$ cat config.mk
export PLATFORM = sky130hd
export DESIGN_NAME = pel_ram
export DESIGN_NICKNAME = d
export VERILOG_FILES = /design/src/sv/pel_ram.sv
export SDC_FILE = /design/constraint.sdc
export NUM_CORES = 1
export LEC_CHECK = 0
export ABC_AREA = 1
export BUFFER_PORTS_ARGS = -buffer_cell sky130_fd_sc_hd__buf_2
export CELL_PAD_IN_SITES_DETAIL_PLACEMENT = 1
export CELL_PAD_IN_SITES_GLOBAL_PLACEMENT = 2
export CORE_MARGIN = 2
export CORE_UTILIZATION = 35
export CTS_BUF_LIST = sky130_fd_sc_hd__clkbuf_4
export CTS_CLUSTER_SIZE = 16
export DETAILED_ROUTE_END_ITERATION = 6
export MAX_ROUTING_LAYER = met4
export PLACE_DENSITY_LB_ADDON = 0.1
export SYNTH_ARGS = -nofsm -noshare
export SYNTH_HDL_FRONTEND = slang
export SYNTH_SLANG_ARGS = --single-unit
$ cat constraint.sdc
create_clock -name i_clk -period 1.4 [get_ports i_clk]
set_clock_uncertainty 0.05 [all_clocks]
set_input_delay 0.07 -clock i_clk [delete_from_list [all_inputs] [get_ports i_clk]]
set_output_delay 0.07 -clock i_clk [all_outputs]
set_load 0.005 [all_outputs]
$ cat src/sv/pel_ram.sv
`timescale 1ns / 1ps

module pel_ram #(
    parameter int WIDTH = 8,
    parameter int DEPTH = 16,
    localparam int AW   = (DEPTH > 1) ? $clog2(DEPTH) : 1
) (
    input  logic             i_clk,
    input  logic             i_we,
    input  logic [AW-1:0]    i_waddr,
    input  logic [WIDTH-1:0] i_wdata,
    input  logic [AW-1:0]    i_raddr,
    output logic [WIDTH-1:0] o_rdata
);

    logic [WIDTH-1:0] r_mem [DEPTH];
    logic [WIDTH-1:0] r_rdata;

    // One write port, one registered read port
    always_ff @(posedge i_clk) begin
        if (i_we) begin
            r_mem[i_waddr] <= i_wdata;
        end
        r_rdata <= r_mem[i_raddr];
    end

    assign o_rdata = r_rdata;

endmodule

## Yosys cells after proc, flatten, opt, wreduce, memory -nomap -nowiden

Memory sizes are Yosys's and may differ from the RTL's. A register that Yosys moved wholly into a read port is not among the register bits.
Index checks and enable logic that the tools add are counted.

| storage, ports and cells | value |
|---|---|
| flip-flop bits (word level) | 0 |
| bits in writable memories | 128 |
| input bits | 18 |
| output and inout port bits | 8 |
| logic and storage cells | 3 |
| memories kept | 1 |

| operators by class | value |
|---|---|
| muxes and demuxes | 2 |

Memories:

| memory | depth | width | rd ports | clocked after Yosys merged registers in | wr ports | line | RTL |
|---|---|---|---|---|---|---|---|
| r_mem | 16 | 8 | 1 | 1 | 1 | 16 | `logic [WIDTH-1:0] r_mem [DEPTH];` |

Operators with widths:

| cell | number |
|---|---|
| 1-bit two-way mux | 2 |

## Longest topological paths before layout

| logic depth | value |
|---|---|
| depth in word-level cells | 2 |
| depth in mapped cells | 8 |

## Worst setup path after synthesis

OpenSTA, ideal clock, no wires.

| timing path | value |
|---|---|
| path kind | input-to-reg |
| start | in i_waddr[2] |
| end | mem r_mem[10][0], enable pin |
| arrival time | 0.651 ns |
| path slack | 0.329 ns |
| cell stages on the path | 2 |
| buffers on the path | 0 |
| path through | nand3b_1 > nor2_1 |

RTL lines:

| item | line | RTL |
|---|---|---|
| start, declared | 10 | `input logic [AW-1:0] i_waddr,` |
| end, declared | 16 |  |

Straight into the memory's write port.

## Worst setup path in the final report

| timing path | value |
|---|---|
| start | reg r_rdata[6] (netlist: o_rdata[6]), read port of r_mem |
| end | out o_rdata[6] |

RTL lines:

| item | line | RTL |
|---|---|---|
| start, declared | 17 | `logic [WIDTH-1:0] r_rdata;` |
| end, declared | 13 | `output logic [WIDTH-1:0] o_rdata` |

No word-level cell between the ends.

==> results.toml <==
[worst_hold_path]
hp-class = "input pin to flip-flop"
min_from = "i_raddr[1]"

[critical_path]
worstPathMaxFanout = 1
crit_required_ns = 1.28
critPathTopFamily = "flip-flops"
arrival_ns = 1.07
crit_path_end_kind = "output pin"
crit_path_end = "o_rdata[6]"
critPathMaxStageDelay_ns = 0.41
crit_cells = 1
critPathLaunch = "o_rdata[6]"
rr_endpoint = "o_rdata[6]"
cpMaxStageDelayCell = "dfxtp_1"
crit_chain = "buf_2"
r2r_cells = 6
r2r_slack_ns = 0.33
worstSetupStartpointType = "flip-flop"
r2r_start = "r_mem[12][6]"
cp_num_buf_inv = 1
critPathKind = "flip-flop to output pin"

[cells_and_area]
final_cell_mix = "173 x nand2_1, 128 x edfxtp_1, 100 x inv_1"
layout_commonest_cell = "nand2_1"
area_growth_pct = 15.4
drive_gt1_frac = 0.143
seq_area_mm2 = 0.00400
nFillCells = 1861
multi_input_area_mm2 = 0.00121
nNetsFinal = 634

[yosys]
yosys_warnings = 0
syn_inst = 551
syn_area_per_cell_um2 = 10.5
syn_area_mm2 = 0.00577
yosysSeqAreaShare = 0.694
ys_ff_latch = 136
netlist-cell-type-count = 12
synth.net_count = 569

[pwr]
power_density_mw_per_mm2 = 1120
finalPower_mw = 7.43
vdd_drop_max_v = 0.000497
p_leak_nw = 2.90

[global_routing]
grt_util_met2 = 0.289
grt_pass1_wl_um = 23800
grt.busiest_layer = "met2"
grt_max_degree = 36
grtUsageTotal = 0.192
grt_pass1_vias = 4124
gr-usage-met3 = 0.0384
grt_overflow = 0
gr-usage-met1 = 0.257
antenna_found_initial = 1

[clock_network]
cts_root_buf = "clkbuf_4"
clk_latency_ns = 0.53
cts_resized = 0
cts_sinks = 136
cts_htree_levels = 4
cts_tree = "built"
cts_made_buffers = 17
clk_pin_slew_worst_paths_ns = 0.11
cts_buffer_depth = 2
post_cts_buffers = 0

[sta]
rsz0062_at_grt = "no"
worstMarginPinSlew_ns = 0.391
setup_viol = 0
clock.fmax_mhz = 838
maxSlewHeadroom = 0.739
finalMaxSlewViolations = 0
tns_ns = 0
hold_viol_final = 0
period_share = 0.853
post-route-min-period_ns = 1.19
whs_ns = 0.106

[floorplan]
die_area_mm2 = 0.0175
fp.coreArea_mm2 = 0.0160
ios = 26
initial_core_util = 0.360
die_y_um = 132
die_w_um = 132
fp-row-count = 46

[drt]
finalWirelength_um = 15200
wire_per_inst_um = 18.0
first_iter_violations = 225
viasPerCell = 4.61
first_pass_iters = 4
drc = 0
drtAntennaViolNets = 0
vias = 3898

[run]
cap_violations = 0

[placement]
gp_congestion = 0.760
dp_hpwl_um = 9820
io_buffers = 25

[run_status]
status = "finished clean"
routing by layer:
| layer | part of all wire | routed length, um |
|---|---|---|
| met1 | 0.49 | 7410 |
| met2 | 0.46 | 7010 |
| met3 | 0.033 | 505 |
| met4 | 0.018 | 268 |
| met5 | 0 | 0 |
power by group:
group	internal (mW)	switching, mW	total, mW
clock network	0.872	1.36	2.24
logic	0.211	0.407	0.618
registers	4.54	0.0330	4.58
stage by stage:
| stage | util | std cells | area, um2 | setup WS [ns] |
|---|---|---|---|---|
| final | 0.416 | 846 | 6650 | 0.206 |
| after global routing | 0.416 | 846 | 6650 | 0.124 |
| after CTS | 0.416 | 845 | 6650 | 0.128 |
| after detailed placement | 0.395 | 803 | 6320 | 0.137 |
| after global placement | 0.395 | 803 | 6320 | 0.163 |
| after floorplan | - | 551 | 5770 | 0.329 |
kinds of logic after synthesis:
logic type | count (synthesis) | synth area share
buffers and inverters | 126 | 0.0952
DFF | 136 | 0.694
and+or+nand+nor | 289 | 0.210
flip-flops by register name (all words and copies together) (netlist names):
register and count:
r_mem 128, o_rdata 8
synthesized netlist by cell type:
master | instances | area [um2]
buf_2 | 13 | 65.1
buf_1 | 1 | 3.75
buf_6 | 6 | 67.6
edfxtp_1 | 128 | 3840
inv_1 | 100 | 375
inv_2 | 2 | 7.51
nand3_1 | 97 | 485
nand2_1 | 173 | 649
nor2_1 | 17 | 63.8
nand3b_1 | 2 | 15.0
dfxtp_1 | 8 | 160
buf_4 | 4 | 30.0
worst min-delay path by stage:
stage	cells after the start	to
floorplan	0	r_mem[0][0]
global placement	1	o_rdata[7]
detailed placement	1	o_rdata[7]
CTS	6	o_rdata[3]
global route	6	o_rdata[2]
finish	6	o_rdata[3]
what timing repair did:
action	4_1_cts	5_1_grt
hold buffers	10	0
endpoints found under the hold margin	136	0
endpoints found under the setup margin	0	0
layout make-up:
class / count / share of cell area
clock buffer: 19 / 0.0214
sequential: 136 / 0.602
tap: 216 / 0.0406
clock inverter: 13 / 0.0132
antenna: 1 / 0.000376
inverter: 102 / 0.0575
multi-input combinational: 289 / 0.182
timing repair buffer: 70 / 0.0827
worst register-to-register path: stages, from the launching register on:
cell and delay [ns]:
edfxtp_1 0.39, inv_1 0.07, nand2_1 0.05, nand3_1 0.08, nand3_1 0.08, nand3_1 0.18
nand2_1 0.07
(Power assumes the default switching activity.)
