## src/sv/pel_pkg.sv

```systemverilog
`timescale 1ns / 1ps

package pel_pkg;

    // Defaults for the top-level parameters
    localparam int MAX_EDGES_DEF  = 4096;
    localparam int POINT_BITS_DEF = 16;

    // Fixed port field widths
    localparam int EDGE_ID_W = 12;
    localparam int PT_W      = 16;

    // Operation codes
    localparam logic OP_VERTEX = 1'b0;
    localparam logic OP_CLEAR  = 1'b1;

    // Multiplicative hash constant (odd, golden ratio)
    localparam logic [31:0] HASH_MULT = 32'h9E37_79B1;

    typedef struct packed {
        logic            operation;
        logic [PT_W-1:0] vertex_index;
        logic            last_vertex;
    } t_in_item;

    typedef struct packed {
        logic [EDGE_ID_W-1:0] edge_id;
        logic [PT_W-1:0]      point_a;
        logic [PT_W-1:0]      point_b;
        logic                 is_new;
        logic                 table_full;
        logic                 closes_polygon;
        logic                 last;
    } t_out_item;

endpackage

```

## src/sv/pel_hash.sv

```systemverilog
`timescale 1ns / 1ps

// Two-stage hash of an ordered point pair into a table slot.
module pel_hash #(
    parameter int PB = 16,
    parameter int HB = 13
) (
    input  logic          i_clk,
    input  logic [PB-1:0] i_lo,
    input  logic [PB-1:0] i_hi,
    output logic [HB-1:0] o_slot
);

    localparam int NCH = (32 + HB - 1) / HB;

    logic [31:0]   r_mix;
    logic [31:0]   r_lo;
    logic [HB-1:0] r_slot;
    logic [31:0]   mixed;
    logic [HB-1:0] folded;

    // Stage 1: scramble the larger endpoint
    always_ff @(posedge i_clk) begin
        r_mix <= 32'(i_hi) * pel_pkg::HASH_MULT;
        r_lo  <= 32'(i_lo);
    end

    // Stage 2: merge in the smaller endpoint and fold down to the slot width
    always_comb begin
        mixed  = r_mix ^ {r_lo[15:0], r_lo[31:16]} ^ r_lo;
        folded = '0;
        for (int i = 0; i < NCH; i++) begin
            folded = folded ^ HB'(mixed >> (i * HB));
        end
    end

    always_ff @(posedge i_clk) begin
        r_slot <= folded;
    end

    assign o_slot = r_slot;

endmodule

```

## config.mk

```make
export PLATFORM = sky130hd
export DESIGN_NAME = pel_hash
export DESIGN_NICKNAME = d
export VERILOG_FILES = /design/src/sv/pel_pkg.sv /design/src/sv/pel_hash.sv
export SDC_FILE = /design/constraint.sdc
export NUM_CORES = 1
export LEC_CHECK = 0
export BUFFER_PORTS_ARGS = -buffer_cell sky130_fd_sc_hd__buf_4
export CAP_MARGIN = 40
export CORE_ASPECT_RATIO = 0.9
export CORE_MARGIN = 3
export CORE_UTILIZATION = 63
export DETAILED_ROUTE_END_ITERATION = 7
export PLACE_DENSITY_LB_ADDON = 0.3
export SLEW_MARGIN = 25
export SYNTH_ARGS = -nofsm -noshare
export SYNTH_HDL_FRONTEND = slang
export SYNTH_SLANG_ARGS = --single-unit
```

## constraint.sdc

```tcl
create_clock -name i_clk -period 7.2 [get_ports i_clk]
set_input_delay 0.72 -clock i_clk [delete_from_list [all_inputs] [get_ports i_clk]]
set_output_delay 0.72 -clock i_clk [all_outputs]
set_load 0.005 [all_outputs]
```

# Yosys cells after proc, flatten, opt, wreduce, memory -nomap -nowiden
# Cells that the tools add are included.
[totals] regBits=61 input_bits=33 out_inout_bits=13 wordCells=8
[op_classes] n_mul=1 bitwise=4
[ops] cell="$mul 16x32->32 const B" n=1
[ops] cell="$xor 32x16->32" n=1
[ops] cell="$xor 32x32->32" n=1
[ops] cell="$xor 13x13->13" n=1
[ops] cell="$xor 13x6->13" n=1

# Longest topological paths before layout
# Gate-level depths: netlist of run 1.
[depth] depth_word=4 ltp_mapped=21 depth_no_buf=20

# Worst setup path after synthesis of run 1
# OpenSTA, ideal clock, no wires.
[synth_path] kind="input to register" start="input port i_hi[1]" end="register r_mix[31]" setup_time_ns=0.082 arrival_ns=5.426 t_required_ns=7.118 path_slack_ns=1.692 path_stages=18 path_buffers=0 path_cell_list="fa_1 inv_1 fa_1 inv_1 fa_1 fa_1 fa_1 inv_1 fa_1 inv_1 ha_1 a21o_1 nand3_1 o2bb2ai_1 a21oi_1 a211oi_2 or4_1 o2111ai_1"
[synth_between] elab_chain_cells=1
[synth_lines] item="from (decl)" line="pel_hash.sv:10" rtl="input logic [PB-1:0] i_hi,"
[synth_lines] item="$mul 16x32->32" line="pel_hash.sv:24" rtl="r_mix <= 32'(i_hi) * pel_pkg::HASH_MULT;"
[synth_lines] item="to (signal assigned)" line="pel_hash.sv:24"
[synth_lines] item="to (decl)" line="pel_hash.sv:16" rtl="logic [31:0] r_mix;"
# No other way between the ends.

# Final worst setup path of run 1
# Same ends and word-level chain as after synthesis.

==> summary.txt, run 1 <==
Global route
  • GRT overflow: 0
  • Global-route wire length before repair: ~30000 um
  • Met1 usage: a little under two fifths
  • GR Util All Layers: around 29%
  • GR Layer Usage met3: 6.378%
  • GR peak layer: met2
  • Vias in the first global route: between 5000 and 6000
  • Initial antenna violation count: 0
  • M2 GR Usage: 47.66%
  • Largest net degree at the start of global routing: 17

STA
  • Final setup viols: 0
  • Unrepaired setup endpoints after global routing: no
  • Setup TNS: 0 ns
  • Skew final: 0.006334 ns
  • Fin crit period: ~6 ns
  • Tightest Pin Transition: between 0.7 and 0.8 ns
  • Final Hold Viols: 0
  • FMAX: 0.1714 GHz
  • Count of pins over their slew limit: 0
  • Worst slew margin: 46.96%
  • Period utilization: 81.05%
  • Final setup margin: ~1.4 ns

Critical path
  • Worst EP required: between 7 and 8 ns
  • Critical Path AT: 6.07 ns
  • Worst-path cell chain: buf_4, ha_1, inv_1, fa_1, inv_1, fa_1, fa_1, fa_1, inv_1, fa_1, inv_1, ha_1, nand2_1, o21ai_1, a22o_1, or2_4, a211oi_2, or4_1, o2111ai_1
  • CP startpoint kind: input pin
  • Crit. End Element: flip-flop
  • Buf+Inv Stages, Crit Path: 5
  • Cell family with most CP delay: adder cells
  • Number of cells on the critical path: 19
  • Slowest Stage Delay on Critical Path: 0.57 ns
  • Kind of critical path: in2reg
  • CP max-delay cell: fa_1
  • Most numerous cell on the critical path: fa_1
  • FF-to-FF path depth: 3
  • Crit Path Max Fanout: 6

Yosys
  • Number of synthesized register bits: 61
  • Post-Syn Area: between 7000 and 8000 sq um
  • Synth top cells by count: inv_1 (204), fa_1 (143), ha_1 (104)
  • Asr flop ratio synth: 0%
  • Syn_area_per_cell: 10.54 sq um
  • Post-synth cell types: 50
  • Yosys top cell area share: 37.22%
  • Top-count cell post-synth: inv_1
  • Area contributors post-synth: fa_1 (37%), ha_1 (17%), dfxtp_1 (16%)
  • Cell taking the most area after synthesis: fa_1
  • Sequential-to-total area share from yosys stat: approximately 16%
  • Syn. warnings: 0
  • Dominant synthesized flop cell: dfxtp_1
  • EDFF count, synth: 0
  • Mapped Nets: between 1000 and 1500
  • Post-Syn Instances: 730

Placement
  • GPL Wtd Cong: 1.005
  • Post-Place Cell Area: around 8200 sq um
  • Port buffer count: 45
  • Dpl ws: between 1 and 1.5 ns
  • HPWL Detailed: about 16000 um

Clock network
  • CTS tree: done
  • Worst-Skew Late Latency: about 0.33 ns
  • Clock Sinks: just over 60
  • Clock root buffer: clkbuf_16
  • Setup Buffers After CTS: 0
  • Worst-path clk slew: approximately 0.060 ns
  • CTS buffer count: 9
  • Depth of the CTS H-tree: 3
  • Hold-fix buffers at CTS: 0
  • # resized after CTS: 0
  • CTS Buffer Depth: 2

Drt
  • Total iterations of the first detailed-routing run: 5
  • Detailed Route Iter0 Violations: 250
  • Routed WL per cell: between 15 and 20 um
  • Final ANT Viol Nets: 0
  • Total Wirelength: roughly 18000 um
  • Via count: 5014
  • Residual DRC count: 0
  • Vias per cell: roughly 5.3

Die
  • Top Ports: 46
  • Die area: ~14000 sq um
  • Row Count: 37
  • Core Footprint: ~12000 sq um
  • Die Wd: 122.5 um
  • Starting Density: between 60% and 70%
  • Die height: roughly 110 um

Cells and area
  • Layout area overhead: 10.79%
  • Design area: approximately 8500 sq um
  • Final core utilization: 73.04%
  • Share of layout cells above drive strength 1: a little under a tenth
  • # diodes: 0
  • Post-layout nets: roughly 1100

Min path
  • HP Class: in2reg
  • Hold path depth: 1

Outcome
  • Status: complete, no violations

Run
  • Max-cap violations: 0
[state kept, by name (all words and copies together), names as in the netlist]
signal  flops
o_slot     13
r_lo       16
r_mix      32
[kinds of logic after synthesis]
family | Yosys count | synth area share (%)
compound gates | 66 | 6.052
xor+xnor | 77 | 8.769
fa+ha+maj | 247 | 54.14
buf+inv | 205 | 10.05
flops | 61 | 15.88
mux | 1 | 0.1301
simple gates | 73 | 4.978
[worst paths after layout]
check | start | endpoint | slack (ns)
min | i_lo[14] | r_lo[14] | 0.49
min reg2reg | r_mix[25] | o_slot[12] | 0.56
max | i_hi[1] | r_mix[31] | 1.36
max reg2reg | r_mix[0] | o_slot[0] | 6.14
[stage by stage]
step | cells | hold WS [ns]
after floorplan | 730 | 0.5090
after global placement | 930 | 0.5253
after detailed placement | 930 | 0.5442
after CTS | 946 | 0.4815
after global routing | 946 | 0.4791
final | 946 | 0.4928
[metal layers]
metal	vias to the layer above	part of all wire, %
met5	-	0
met4	0	3.2
met3	39	6.0
met2	147	49
met1	2480	42
li1	2348	-
[placed cells by master (no fill, tap or decap), types with 13 or more instances in the layout]
cell and n:
xnor2_1 59, ha_1 104, buf_4 45, dfxtp_1 61, fa_1 143, nand2_1 13, xor2_1 18, nor2_1 19
inv_1 204, a21oi_1 16
[final cells by class]
cell class	count	area (sq um)
Multi-Input combinational cell	464	5697
Fill cell	863	3146
Sequential cell	61	1221
Inverter	204	765.7
Timing Repair Buffer	45	337.8
Clock buffer	9	225.2
Tap cell	156	195.2
Clock inverter	7	78.83
Power of run 1 is left out: the tool's default activity adds up to more than one toggle a clock period on the data nets, which glitch-free logic cannot reach.
==> run 2: changes to the inputs <==
Settings changed: ABC_AREA set to 1, CORE_UTILIZATION 63 to 64.
Clock period 7.2 ns to 5.95 ns, I/O delays scaled along.
==> run 2 against run 1 <==
Non-clock buffer count unchanged. Critical path depth unchanged. Worst setup slack worse by 0.65 ns. Worst hold slack worse by 0.13 ns. Flip-flop and latch count unchanged. Global-route usage decreased by 0.67 points. Highest routed layer unchanged. Clock-buffer cell count is 3 higher. Critical endpoint is now r_mix[25]. Core utilization is 0.083 points lower. Area after synthesis rose by 4.7%.
==> summary.txt, run 2 <==
Cells and area
  • Largest Register: r_mix (unchanged)
  • Register area: 1221 sq um (unchanged)
  • Post-layout nets: 1188 (was 1065)
  • Commonest cells after routing, fill and taps aside: inv_1 (233), fa_1 (143), nand2_1 (104), ha_1 (104), dfxtp_1 (61) (was inv_1 (204), fa_1 (143), ha_1 (104))
  • Layout area overhead: 10.25% (was 10.79%)
  • Max reg flops: 32 (unchanged)
  • # diodes: 0 (unchanged)
  • Most common cell after layout, fill and taps aside: inv_1 (unchanged)
  • Fin cells: 1073 (was 946)
  • Fillcell total: 941 (was 863)
  • Share of layout cells above drive strength 1: 9.310% (was 9.114%)
  • Area of the multi-input gates: 5943 sq um (was 5697 sq um)

Yosys
  • Sequential-to-total area share from yosys stat: 15.16% (was 15.88%)
  • Post-Syn Instances: 852 (was 730)
  • Syn_area_per_cell: 9.453 sq um (was 10.54 sq um)
  • Top-count cell post-synth: inv_1 (unchanged)
  • Mapped Nets: 1132 (was 1010)
  • Post-Syn Area: 8054 sq um (was 7691 sq um)
  • Syn. warnings: 0 (unchanged)
  • Cell taking the most area after synthesis: fa_1 (unchanged)
  • Asr flop ratio synth: 0% (unchanged)
  • Post-synth cell types: 32 (was 50)
  • Dominant synthesized flop cell: dfxtp_1 (unchanged)
  • Number of synthesized register bits: 61 (unchanged)
  • Area contributors post-synth: fa_1 (36%), ha_1 (16%), dfxtp_1 (15%) (was fa_1 (37%), ha_1 (17%), dfxtp_1 (16%))
  • Yosys top cell area share: 35.54% (was 37.22%)
  • EDFF count, synth: 0 (unchanged)
  • Synth top cells by count: inv_1 (233), fa_1 (143), ha_1 (104), nand2_1 (104), dfxtp_1 (61) (was inv_1 (204), fa_1 (143), ha_1 (104))

Drt
  • Met2 Routed Length: 9047 um (was 8715 um)
  • Residual DRC count: 0 (unchanged)
  • Detailed Route Iter0 Violations: 317 (was 250)
  • Final ANT Viol Nets: 0 (unchanged)
  • Met3 Routed Length: 990 um (was 1065 um)
  • Via count: 5576 (was 5014)
  • Top sig layer: met4 (unchanged)
  • Total Wirelength: 18540 um (was 17840 um)
  • Vias per cell: 5.197 (was 5.300)
  • Routed WL per cell: 17.27 um (was 18.86 um)
  • Total iterations of the first detailed-routing run: 5 (unchanged)
  • WL met1: 7986 um (was 7486 um)

Min path
  • HP Class: in2reg (unchanged)

Placement
  • GPL Wtd Cong: 0.9926 (was 1.005)
  • Post-placement cell count: 1057 (was 930)
  • Port buffer count: 45 (unchanged)
  • HPWL Detailed: 16450 um (was 15550 um)

Die
  • Row Count: 38 (was 37)
  • Top Ports: 46 (unchanged)
  • Starting Density: 66.17% (was 65.93%)
  • Die Wd: 124.3 um (was 122.5 um)
  • Die area: 13970 sq um (was 13570 sq um)
  • Die height: 112.4 um (was 110.8 um)
  • Core Footprint: 12170 sq um (was 11670 sq um)

STA
  • Count of pins over their slew limit: 0 (unchanged)
  • Tightest Pin Transition: 0.4220 ns (was 0.7883 ns)
  • Period utilization: between 80% and 90%
  • Fin crit period: about 5.2 ns
  • Unrepaired setup endpoints after global routing: no (unchanged)
  • FMAX: roughly 0.19 GHz
  • Final Hold Viols: 0 (unchanged)
  • Worst slew margin: 71.86% (was 46.96%)
  • Setup TNS: 0 ns (unchanged)
  • Final setup viols: 0 (unchanged)
  • Skew final: 0.006365 ns (was 0.006334 ns)

Critical path
  • Slowest Stage Delay on Critical Path: 0.61 ns (was 0.57 ns)
  • Crit Path Max Fanout: 6 (unchanged)
  • Cell family with most CP delay: adder cells (unchanged)
  • Buf+Inv Stages, Crit Path: 5 (unchanged)
  • Kind of critical path: in2reg (unchanged)
  • CP max-delay cell: fa_1 (unchanged)
  • Most numerous cell on the critical path: fa_1 (unchanged)
  • Worst-path cell chain: buf_4, fa_1, inv_1, fa_1, inv_1, fa_1, fa_1, fa_1, inv_1, fa_1, inv_1, ha_1, nand2_2, nor4_2, nand2_1, nand2_1, nand2_1, nand3_1, nand2_1 (was buf_4, ha_1, inv_1, fa_1, inv_1, fa_1, fa_1, fa_1, inv_1, fa_1, inv_1, ha_1, nand2_1, o21ai_1, a22o_1, or2_4, a211oi_2, or4_1, o2111ai_1)
  • Critical Path AT: 5.45 ns (was 6.07 ns)
  • CP startpoint kind: input pin (unchanged)
  • Worst EP required: 6.17 ns (was 7.43 ns)
  • Crit. End Element: flip-flop (unchanged)

Global route
  • GR Util All Layers: 28.14% (was 28.81%)
  • Global-route wire length before repair: 30520 um (was 29590 um)
  • Largest net degree at the start of global routing: 18 (was 17)
  • Initial antenna violation count: 0 (unchanged)
  • Vias in the first global route: 5866 (was 5671)
  • GRT overflow: 0 (unchanged)

Clock network
  • Hold-fix buffers at CTS: 0 (unchanged)
  • CTS tree: done (unchanged)
  • Worst-Skew Late Latency: 0.33 ns (about the same)
  • CTS buffer count: 9 (unchanged)
  • Depth of the CTS H-tree: 3 (unchanged)
  • Clock Sinks: 61 (unchanged)
  • CTS Buffer Depth: 2 (unchanged)
  • Clock root buffer: clkbuf_16 (unchanged)
  • Worst-path clk slew: 0.05 ns (was 0.06 ns)
  • Setup Buffers After CTS: 0 (unchanged)
  • # resized after CTS: 0 (unchanged)

Outcome
  • Status: complete, no violations (unchanged)

Run
  • Max-cap violations: 0 (unchanged)
## run 2: worst reg2reg max path, delay by kind of cell, from the launching register on
family / cells / cell delay (ns)
XOR/XNOR: 3 / 0.64
flip-flops: 1 / 0.34
## run 2: kinds of logic after synthesis
kind of cell,Yosys count,share of synthesized area (%)
adder cells (fa/ha/maj),247,51.70
buffers and inverters,237,11.05
AND/OR/NAND/NOR,184,10.49
XOR/XNOR,77,8.374
flip-flops,61,15.16
AO/OA/AOI/OAI,46,3.231
## run 2: area by class of cell
class                   count  area share [%]
clock inverters             4          0.3523
inverters                 237           10.02
well taps                 160           2.254
clock buffers              12           2.889
multi-input cells         554           66.93
repair buffers             45           3.804
flip-flops and latches     61           13.75
## run 2: per-stage QoR
step	hold slack, ns	utilization (%)	instance area (sq um)	setup slack (ns)
3_5_place_dp	0.5201	70.59	8592	0.4069
5_1_grt	0.3556	72.95	8880	0.4317
6_report	0.3673	72.95	8880	0.7151
4_1_cts	0.3606	72.95	8880	0.7239
3_3_place_gp	0.5149	70.59	8592	0.4513
2_1_floorplan	0.5059	-	8054	0.9637
## run 2: path summary, 6_finish.rpt
path,to,start,cells after the start,slack [ns]
setup reg to reg,o_slot[5],r_mix[5],3,4.90
hold reg to reg,o_slot[6],r_mix[6],2,0.53
setup / recovery,r_mix[25],i_hi[1],19,0.72
hold / removal,r_lo[3],i_lo[3],1,0.37
## run 2: per-layer routing
layer / vias to the layer above / global-route usage, %
li1: 2658 / -
met1: 2680 / 38.30
met2: 202 / 48.20
met3: 36 / 3.187
met4: 0 / 8.181
met5: - / 0
Power of run 2 is left out for the same reason.
